--- src/sv/deq_pkg.sv ---
// ----------------------------------------------------------------------------
// Double-ended queue package
// Request and status codes, widths and the command and status bundles that
// pass between the controller and the datapath.
// ----------------------------------------------------------------------------
package deq_pkg;

   localparam int DEPTH_DEFAULT = 64;
   localparam int DATA_W        = 32;

   localparam logic [2:0] REQ_PUSH_FRONT = 3'd0;
   localparam logic [2:0] REQ_PUSH_BACK  = 3'd1;
   localparam logic [2:0] REQ_POP_FRONT  = 3'd2;
   localparam logic [2:0] REQ_POP_BACK   = 3'd3;
   localparam logic [2:0] REQ_LIST       = 3'd4;

   localparam logic [1:0] STATUS_ELEM  = 2'd0;
   localparam logic [1:0] STATUS_EMPTY = 2'd1;
   localparam logic [1:0] STATUS_FULL  = 2'd2;

   typedef struct packed {
      logic push_front;
      logic push_back;
      logic pop_front;
      logic pop_back;
      logic notice_empty;
      logic notice_full;
      logic list_start;
      logic list_read;
      logic list_emit;
   } cmd_type;

   typedef struct packed {
      logic empty;
      logic full;
      logic list_last;
      logic out_free;
   } stat_type;

endpackage

--- src/sv/deq_ctrl.sv ---
// ----------------------------------------------------------------------------
// Double-ended queue controller
// Decodes request beats and sequences a listing, one element read and one
// result beat at a time.
// ----------------------------------------------------------------------------
module deq_ctrl
   import deq_pkg::*;
(
   input  logic       clock,
   input  logic       reset,
   input  logic       req_valid,
   output logic       req_stall,
   input  logic [2:0] req_type,
   input  stat_type   stat,
   output cmd_type    cmd
);

   typedef enum logic [2:0] {
      ST_IDLE    = 3'b001,
      ST_LIST_RD = 3'b010,
      ST_LIST_WR = 3'b100
   } state_type;

   state_type state_ff;
   state_type state_in;
   logic      accept;

   assign req_stall = (state_ff != ST_IDLE) || !stat.out_free;
   assign accept    = req_valid && !req_stall;

   always_comb begin
      cmd      = '0;
      state_in = state_ff;
      case (state_ff)
         ST_IDLE: begin
            if (accept) begin
               case (req_type)
                  REQ_PUSH_FRONT: begin
                     cmd.notice_full = stat.full;
                     cmd.push_front  = !stat.full;
                  end
                  REQ_PUSH_BACK: begin
                     cmd.notice_full = stat.full;
                     cmd.push_back   = !stat.full;
                  end
                  REQ_POP_FRONT: begin
                     cmd.notice_empty = stat.empty;
                     cmd.pop_front    = !stat.empty;
                  end
                  REQ_POP_BACK: begin
                     cmd.notice_empty = stat.empty;
                     cmd.pop_back     = !stat.empty;
                  end
                  REQ_LIST: begin
                     cmd.notice_empty = stat.empty;
                     cmd.list_start   = !stat.empty;
                     if (!stat.empty) begin
                        state_in = ST_LIST_RD;
                     end
                  end
                  default: begin
                  end
               endcase
            end
         end
         ST_LIST_RD: begin
            cmd.list_read = 1'b1;
            state_in      = ST_LIST_WR;
         end
         ST_LIST_WR: begin
            if (stat.out_free) begin
               cmd.list_emit = 1'b1;
               state_in      = stat.list_last ? ST_IDLE : ST_LIST_RD;
            end
         end
         default: begin
            state_in = ST_IDLE;
         end
      endcase
   end

   always_ff @(posedge clock) begin
      if (reset) begin
         state_ff <= ST_IDLE;
      end else begin
         state_ff <= state_in;
      end
   end

endmodule

--- src/sv/deq_datapath.sv ---
// ----------------------------------------------------------------------------
// Double-ended queue datapath
// Circular element store with front pointer and count, listing walker and
// the result output register.
// ----------------------------------------------------------------------------
module deq_datapath
   import deq_pkg::*;
#(
   parameter int DEPTH = DEPTH_DEFAULT
)
(
   input  logic                     clock,
   input  logic                     reset,
   input  cmd_type                  cmd,
   output stat_type                 stat,
   input  logic signed [DATA_W-1:0] req_value,
   input  logic                     rsp_stall,
   output logic                     rsp_valid,
   output logic [1:0]               rsp_status,
   output logic signed [DATA_W-1:0] rsp_element,
   output logic                     rsp_last
);

   localparam int PW = (DEPTH > 1) ? $clog2(DEPTH) : 1;
   localparam int CW = $clog2(DEPTH + 1);

   logic [DATA_W-1:0] mem [DEPTH];
   logic [DATA_W-1:0] mem_rd_ff;

   logic [PW-1:0] front_ff;
   logic [PW-1:0] front_in;
   logic [CW-1:0] count_ff;
   logic [CW-1:0] count_in;
   logic [PW-1:0] list_ptr_ff;
   logic [PW-1:0] list_ptr_in;
   logic [CW-1:0] remain_ff;
   logic [CW-1:0] remain_in;

   logic [PW:0]   back_sum;
   logic [PW-1:0] back_addr;
   logic [PW-1:0] front_dec;
   logic [PW-1:0] front_inc;
   logic [PW-1:0] list_inc;

   logic                     wr_en;
   logic [PW-1:0]            wr_addr;

   logic                     rsp_valid_ff;
   logic                     rsp_valid_in;
   logic [1:0]               rsp_status_ff;
   logic signed [DATA_W-1:0] rsp_element_ff;
   logic                     rsp_last_ff;

   assign back_sum  = {1'b0, front_ff} + (PW + 1)'(count_ff);
   assign back_addr = (back_sum >= (PW + 1)'(DEPTH)) ?
                      PW'(back_sum - (PW + 1)'(DEPTH)) : PW'(back_sum);
   assign front_dec = (front_ff == '0) ? PW'(DEPTH - 1) : front_ff - 1'b1;
   assign front_inc = (front_ff == PW'(DEPTH - 1)) ? '0 : front_ff + 1'b1;
   assign list_inc  = (list_ptr_ff == PW'(DEPTH - 1)) ? '0 : list_ptr_ff + 1'b1;

   assign wr_en   = cmd.push_front || cmd.push_back;
   assign wr_addr = cmd.push_front ? front_dec : back_addr;

   always_comb begin
      front_in    = front_ff;
      count_in    = count_ff;
      list_ptr_in = list_ptr_ff;
      remain_in   = remain_ff;
      if (cmd.push_front) begin
         front_in = front_dec;
         count_in = count_ff + 1'b1;
      end
      if (cmd.push_back || cmd.pop_back) begin
         count_in = cmd.push_back ? count_ff + 1'b1 : count_ff - 1'b1;
      end
      if (cmd.pop_front) begin
         front_in = front_inc;
         count_in = count_ff - 1'b1;
      end
      if (cmd.list_start) begin
         list_ptr_in = front_ff;
         remain_in   = count_ff;
      end
      if (cmd.list_emit) begin
         list_ptr_in = list_inc;
         remain_in   = remain_ff - 1'b1;
      end
   end

   always_ff @(posedge clock) begin
      if (wr_en) begin
         mem[wr_addr] <= req_value;
      end
      if (cmd.list_read) begin
         mem_rd_ff <= mem[list_ptr_ff];
      end
   end

   always_ff @(posedge clock) begin
      if (reset) begin
         front_ff    <= '0;
         count_ff    <= '0;
         list_ptr_ff <= '0;
         remain_ff   <= '0;
      end else begin
         front_ff    <= front_in;
         count_ff    <= count_in;
         list_ptr_ff <= list_ptr_in;
         remain_ff   <= remain_in;
      end
   end

   always_comb begin
      rsp_valid_in = rsp_valid_ff && rsp_stall;
      if (cmd.notice_empty || cmd.notice_full || cmd.list_emit) begin
         rsp_valid_in = 1'b1;
      end
   end

   always_ff @(posedge clock) begin
      if (reset) begin
         rsp_valid_ff <= 1'b0;
      end else begin
         rsp_valid_ff <= rsp_valid_in;
      end
   end

   always_ff @(posedge clock) begin
      if (cmd.notice_empty || cmd.notice_full) begin
         rsp_status_ff  <= cmd.notice_full ? STATUS_FULL : STATUS_EMPTY;
         rsp_element_ff <= '0;
         rsp_last_ff    <= 1'b1;
      end else if (cmd.list_emit) begin
         rsp_status_ff  <= STATUS_ELEM;
         rsp_element_ff <= mem_rd_ff;
         rsp_last_ff    <= (remain_ff == CW'(1));
      end
   end

   assign stat.empty     = (count_ff == '0);
   assign stat.full      = (count_ff == CW'(DEPTH));
   assign stat.list_last = (remain_ff == CW'(1));
   assign stat.out_free  = !rsp_valid_ff || !rsp_stall;

   assign rsp_valid   = rsp_valid_ff;
   assign rsp_status  = rsp_status_ff;
   assign rsp_element = rsp_element_ff;
   assign rsp_last    = rsp_last_ff;

   a_count_range: assert property (@(posedge clock) disable iff (reset)
      count_ff <= CW'(DEPTH))
      else $error("Element count exceeds the store depth.");

   a_front_range: assert property (@(posedge clock) disable iff (reset)
      front_ff < PW'(DEPTH - 1) || front_ff == PW'(DEPTH - 1))
      else $error("Front pointer left the store.");

   a_notice_form: assert property (@(posedge clock) disable iff (reset)
      rsp_valid_ff && rsp_status_ff != STATUS_ELEM |->
         rsp_last_ff && rsp_element_ff == '0)
      else $error("A notice beat is not last or carries a nonzero element.");

   a_list_nonempty: assert property (@(posedge clock) disable iff (reset)
      cmd.list_emit |-> remain_ff != '0)
      else $error("Listing emitted a beat with no element remaining.");

endmodule

--- src/sv/double_ended_queue_unit.sv ---
// ----------------------------------------------------------------------------
// Double-ended queue unit
// Signed 32-bit deque in a circular store with push, pop and listing.
// ----------------------------------------------------------------------------
// A request beat on the req_ channel carries a request type and a value.
// Push front, push back, pop front and pop back give no result beat when
// they succeed. A push into a full store gives one full notice; a pop or a
// listing on an empty queue gives one empty notice. A listing gives one rsp_
// beat per element from front to back, rsp_last set on the final one; each
// element is first read from the element store and then loaded into the
// output register. Requests are held off by req_stall during a listing.
// Result beats sit in an output register, so a request beat is taken
// whenever that register is empty or being drained; while the receiver
// stalls a full register, req_stall stays high. A notice reaches rsp_valid
// in the cycle after its request beat. Unknown request types are dropped.
// Reset empties the queue at once; the store contents are not cleared and
// are only read after being written.
// ----------------------------------------------------------------------------
module double_ended_queue_unit
   import deq_pkg::*;
#(
   parameter int DEPTH = DEPTH_DEFAULT
)
(
   input  logic                     clock,
   input  logic                     reset,
   input  logic                     req_valid,
   output logic                     req_stall,
   input  logic [2:0]               req_type,
   input  logic signed [DATA_W-1:0] req_value,
   output logic                     rsp_valid,
   input  logic                     rsp_stall,
   output logic [1:0]               rsp_status,
   output logic signed [DATA_W-1:0] rsp_element,
   output logic                     rsp_last
);

   cmd_type  cmd;
   stat_type stat;

   deq_ctrl u_ctrl (
      .clock     (clock),
      .reset     (reset),
      .req_valid (req_valid),
      .req_stall (req_stall),
      .req_type  (req_type),
      .stat      (stat),
      .cmd       (cmd)
   );

   deq_datapath #(
      .DEPTH (DEPTH)
   ) u_datapath (
      .clock       (clock),
      .reset       (reset),
      .cmd         (cmd),
      .stat        (stat),
      .req_value   (req_value),
      .rsp_stall   (rsp_stall),
      .rsp_valid   (rsp_valid),
      .rsp_status  (rsp_status),
      .rsp_element (rsp_element),
      .rsp_last    (rsp_last)
   );

endmodule
--- config.mk ---
export PLATFORM = sky130hd
export DESIGN_NAME = double_ended_queue_unit
export DESIGN_NICKNAME = d
export VERILOG_FILES = /design/src/sv/deq_pkg.sv /design/src/sv/deq_ctrl.sv /design/src/sv/deq_datapath.sv /design/src/sv/double_ended_queue_unit.sv
export SDC_FILE = /design/constraint.sdc
export NUM_CORES = 2
export LEC_CHECK = 0
export BUFFER_PORTS_ARGS = -buffer_cell sky130_fd_sc_hd__buf_2
export CORE_AREA = 2 2 412 373
export CTS_BUF_LIST = sky130_fd_sc_hd__clkbuf_16
export DETAILED_ROUTE_END_ITERATION = 7
export DIE_AREA = 0 0 414 375
export GPL_ROUTABILITY_DRIVEN = 0
export GPL_TIMING_DRIVEN = 0
export HOLD_SLACK_MARGIN = 0.05
export MAX_ROUTING_LAYER = met4
export PLACE_DENSITY_LB_ADDON = 0.3
export SLEW_MARGIN = 20
export SYNTH_ARGS = -nofsm -noshare
export SYNTH_HDL_FRONTEND = slang
export SYNTH_HIERARCHICAL = 1
export SYNTH_SLANG_ARGS = --single-unit
--- constraint.sdc ---
create_clock -name clock -period 16.13 [get_ports clock]
set_input_delay 4.839 -clock clock [delete_from_list [all_inputs] [get_ports clock]]
set_output_delay 4.839 -clock clock [all_outputs]
set_load 0.1 [all_outputs]
==> metrics.md <==
| Metric | Value |
|---|---|
| Initial Util | `0.5463` |
| Switching pwr | `2.282 mW` |
| Mapped Cells | `3964` |
| Crit path DAT | `5.76 ns` |
| Cell Chain, Critical Path | `buf_2 > nand2_1 > and4bb_1 > inv_1 > buf_2` |
| FF+latch count, synth | `2145` |
| EDFF count, synth | `2082` |
| Worst clock skew | `0.04699 ns` |
| Root Buffer Master | `clkbuf_16` |
| CP endpoint kind | `output port` |
| Main synth FF type | `edfxtp_1` |
| Max-cap violations | `0` |
| Worst setup path category | `in -> out` |
| Achievable frequency | `94.32 MHz` |
| Rows | `136` |
| Remaining antenna violation count | `0` |
| Die area | `0.1553 mm^2` |
| Unique masters post-synth | `80` |
| Post-CTS setup buffer count | `0` |
| Worst EP required | `11.29 ns` |
| Clock Power Share | `0.420` |
| Clock slew at reported path FFs | `0.06 ns` |
| Sequential element share of the synthesized area | `0.7709` |
| PortBufs | `75` |
| Dpl cells | `6297` |
| # setup viols final | `0` |
| H-Tree Depth | `4` |
| Critical path's top delay family | `buffers and inverters` |
| Min-Delay Path Class | `reg -> reg` |
| Top cells by count, synth | `edfxtp_1, mux4_2, mux2i_1` |
| DRC | `0` |
| Post-route clock period utilization | `0.6573` |
| Die height | `375 um` |
| Relative slew slack | `0.1097` |
| DRT iter0 DRCs | `8808` |
| Top post-synthesis cells by area | `edfxtp_1, mux4_2, mux2i_1` |
| Chip width | `414 um` |
| PwrDens | `114.9 mW/mm^2` |
| Final net count | `4554` |
| Global route total overflow | `0` |
| DRT Pass-1 Iters | `6` |
| Hold Vio Cnt, Final | `0` |
| Wire per inst | `39.35 um` |
| I/O pins | `76` |
| Reg power frac | `0.558` |
| RSZ-0062 raised after global routing | `false` |
| Final Max Slew Viols | `0` |
| DRT Wirelength | `262.9 mm` |
| Post-DR vias/cell | `7.069` |
| Area share of the largest cell type after synthesis | `0.7556` |
| Synthesized area | `0.08274 mm^2` |
| Fillers | `10090` |
| CTS tree | `yes` |
| CTS max path bufs | `3` |
| Outcome | `completed` |
| Largest net degree at the start of global routing | `65` |
| Synthesized area per cell | `20.87 um^2` |
| Number of global-route vias before repair | `44730` |
| CP dominant cell by count | `buf_2` |
| Gate power share | `0.022` |
| Initial antenna violation count | `14` |
| Total GRT Usage | `0.3495` |
| Worst setup SP type | `input port` |
| First-pass GRT wire length | `359.3 mm` |
| Dominant cell type by area after synthesis | `edfxtp_1` |
| Max VDD drop | `0.1198 mV` |
| Mapped Nets | `4018` |
| Top-count cell post-synth | `edfxtp_1` |
| Hold_ws | `0.4497 ns` |
| Fraction of layout cells with a size suffix above 1 | `0.2809` |
| Leak | `30.21 nW` |
| TritonCTS Buffers | `201` |
| Area grow syn2layout | `15.57%` |
| Fin Setup TNS | `0 ns` |
| Pwr Total | `10.99 mW` |
| Slowest-stage cell, CP | `buf_2` |
| CP max stage delay | `0.41 ns` |
| Switching Fraction | `0.2077` |
| Via Count | `47230` |
| YS warnings | `6` |
| Post-cts sizing count | `0` |
| Non-Filler Instances | `6681` |
| Worst Tran Pin Value | `1.335 ns` |
| Clk_lat worst skew | `0.86 ns` |
| Final Util | `0.6314` |
| Final Critical Period | `10.60 ns` |
| Post-DP HPWL | `177.8 mm` |
| CP Buf/Inv Count | `3` |
| Pint | `8.707 mW` |
| Core area | `0.1514 mm^2` |
| CP max FO | `6` |
| Hold buffer count at cts | `0` |
| Ys async rst share | `0` |
| Num Clock Sinks | `2145` |
final timing paths:
path | from | end | slack [ns] | cells past startpoint
hold reg to reg | u_datapath/mem_rd_ff[25] | u_datapath/rsp_element[25] | 0.45 | 1
setup / recovery | rsp_stall | req_stall | 5.53 | 5
hold / removal | u_datapath/mem_rd_ff[25] | u_datapath/rsp_element[25] | 0.45 | 1
setup reg to reg | u_datapath/count_ff[0] | u_datapath/mem[57][2] | 10.27 | 15
metrics by stage:
step           setup WS (ns)  cell area, um^2
2_1_floorplan          5.490            82740
3_3_place_gp           1.806            85620
3_5_place_dp           5.528            89180
4_1_cts                5.526            95540
5_1_grt                5.454            95620
6_report               5.528            95630
metal layers:
layer | global-route usage | share of wire
met5 | - | 0
met4 | 0.1534 | 0.053
met3 | 0.1170 | 0.16
met2 | 0.4977 | 0.44
met1 | 0.4624 | 0.34
cells in the final DEF (no fill, tap or decap), drive strengths merged, types with 22 or more instances in the layout:
cell type	n
dfxtp	63
clkinv	91
a22o	49
a211oi	37
o221ai	22
clkbuf	274
a221oi	29
a21oi	50
edfxtp	2082
inv	85
mux2i	161
mux4	433
buf	488
o21ai	57
a22oi	69
nor2	89
mux2	23
nor3	55
nand3	51
o22ai	88
nand2	104
sequential cells by signal (all words and copies together) (netlist names):
register and flops:
u_datapath/remain_ff 7, u_datapath/mem_rd_ff 32, u_datapath/rsp_valid 1, u_datapath/rsp_last 1, u_ctrl/state_ff 3, u_datapath/rsp_status 2
u_datapath/rsp_element 32, u_datapath/list_ptr_ff 6, u_datapath/front_ff 6, u_datapath/mem 2048, u_datapath/count_ff 7
worst register-to-register path, delay by kind of cell (launching register included):
kind	cells	cell delay [ns]
buffers and inverters	7	1.81
and+or+nand+nor	5	2.71
DFF	1	0.52
AOI/OAI and AO/OA	2	0.32
adders and majority gates	1	0.22
power by group through the flow:
stage,logic [mW],clock network [mW],registers [mW]
floorplan,0.0809,0,6.25
detailed placement,0.237,0,6.25
CTS,0.238,4.64,6.13
global route,0.256,4.84,6.13
finish,0.245,4.62,6.13
global placement,0.211,0,6.25
area by class of cell:
class                           count  area, um^2  share of cell area
Tap cell                         2001        2504             0.02618
Multi-Input combinational cell   1567       18290              0.1912
Sequential cell                  2145       63780              0.6670
Inverter                           26       97.59            0.001021
Timing Repair Buffer              333        3417             0.03573
Buffer                            226        1154             0.01206
Antenna cell                       10       25.02           0.0002617
Clock buffer                      203        5080             0.05312
Clock inverter                    170        1281             0.01340
cells by family (layout without fill, tap and decap cells):
group | Yosys count | in the layout | share of synthesized area
AND/OR/NAND/NOR | 404 | 404 | 0.02416
XOR/XNOR | 18 | 18 | 0.001905
other | 0 | 10 | 0
flip-flops | 2145 | 2145 | 0.7709
buffers and inverters | 252 | 958 | 0.01494
adder cells (fa/ha/maj) | 15 | 15 | 0.002359
AO/OA/AOI/OAI | 513 | 513 | 0.04531
multiplexers | 617 | 617 | 0.1405
Power figures use the tool's default switching activity.
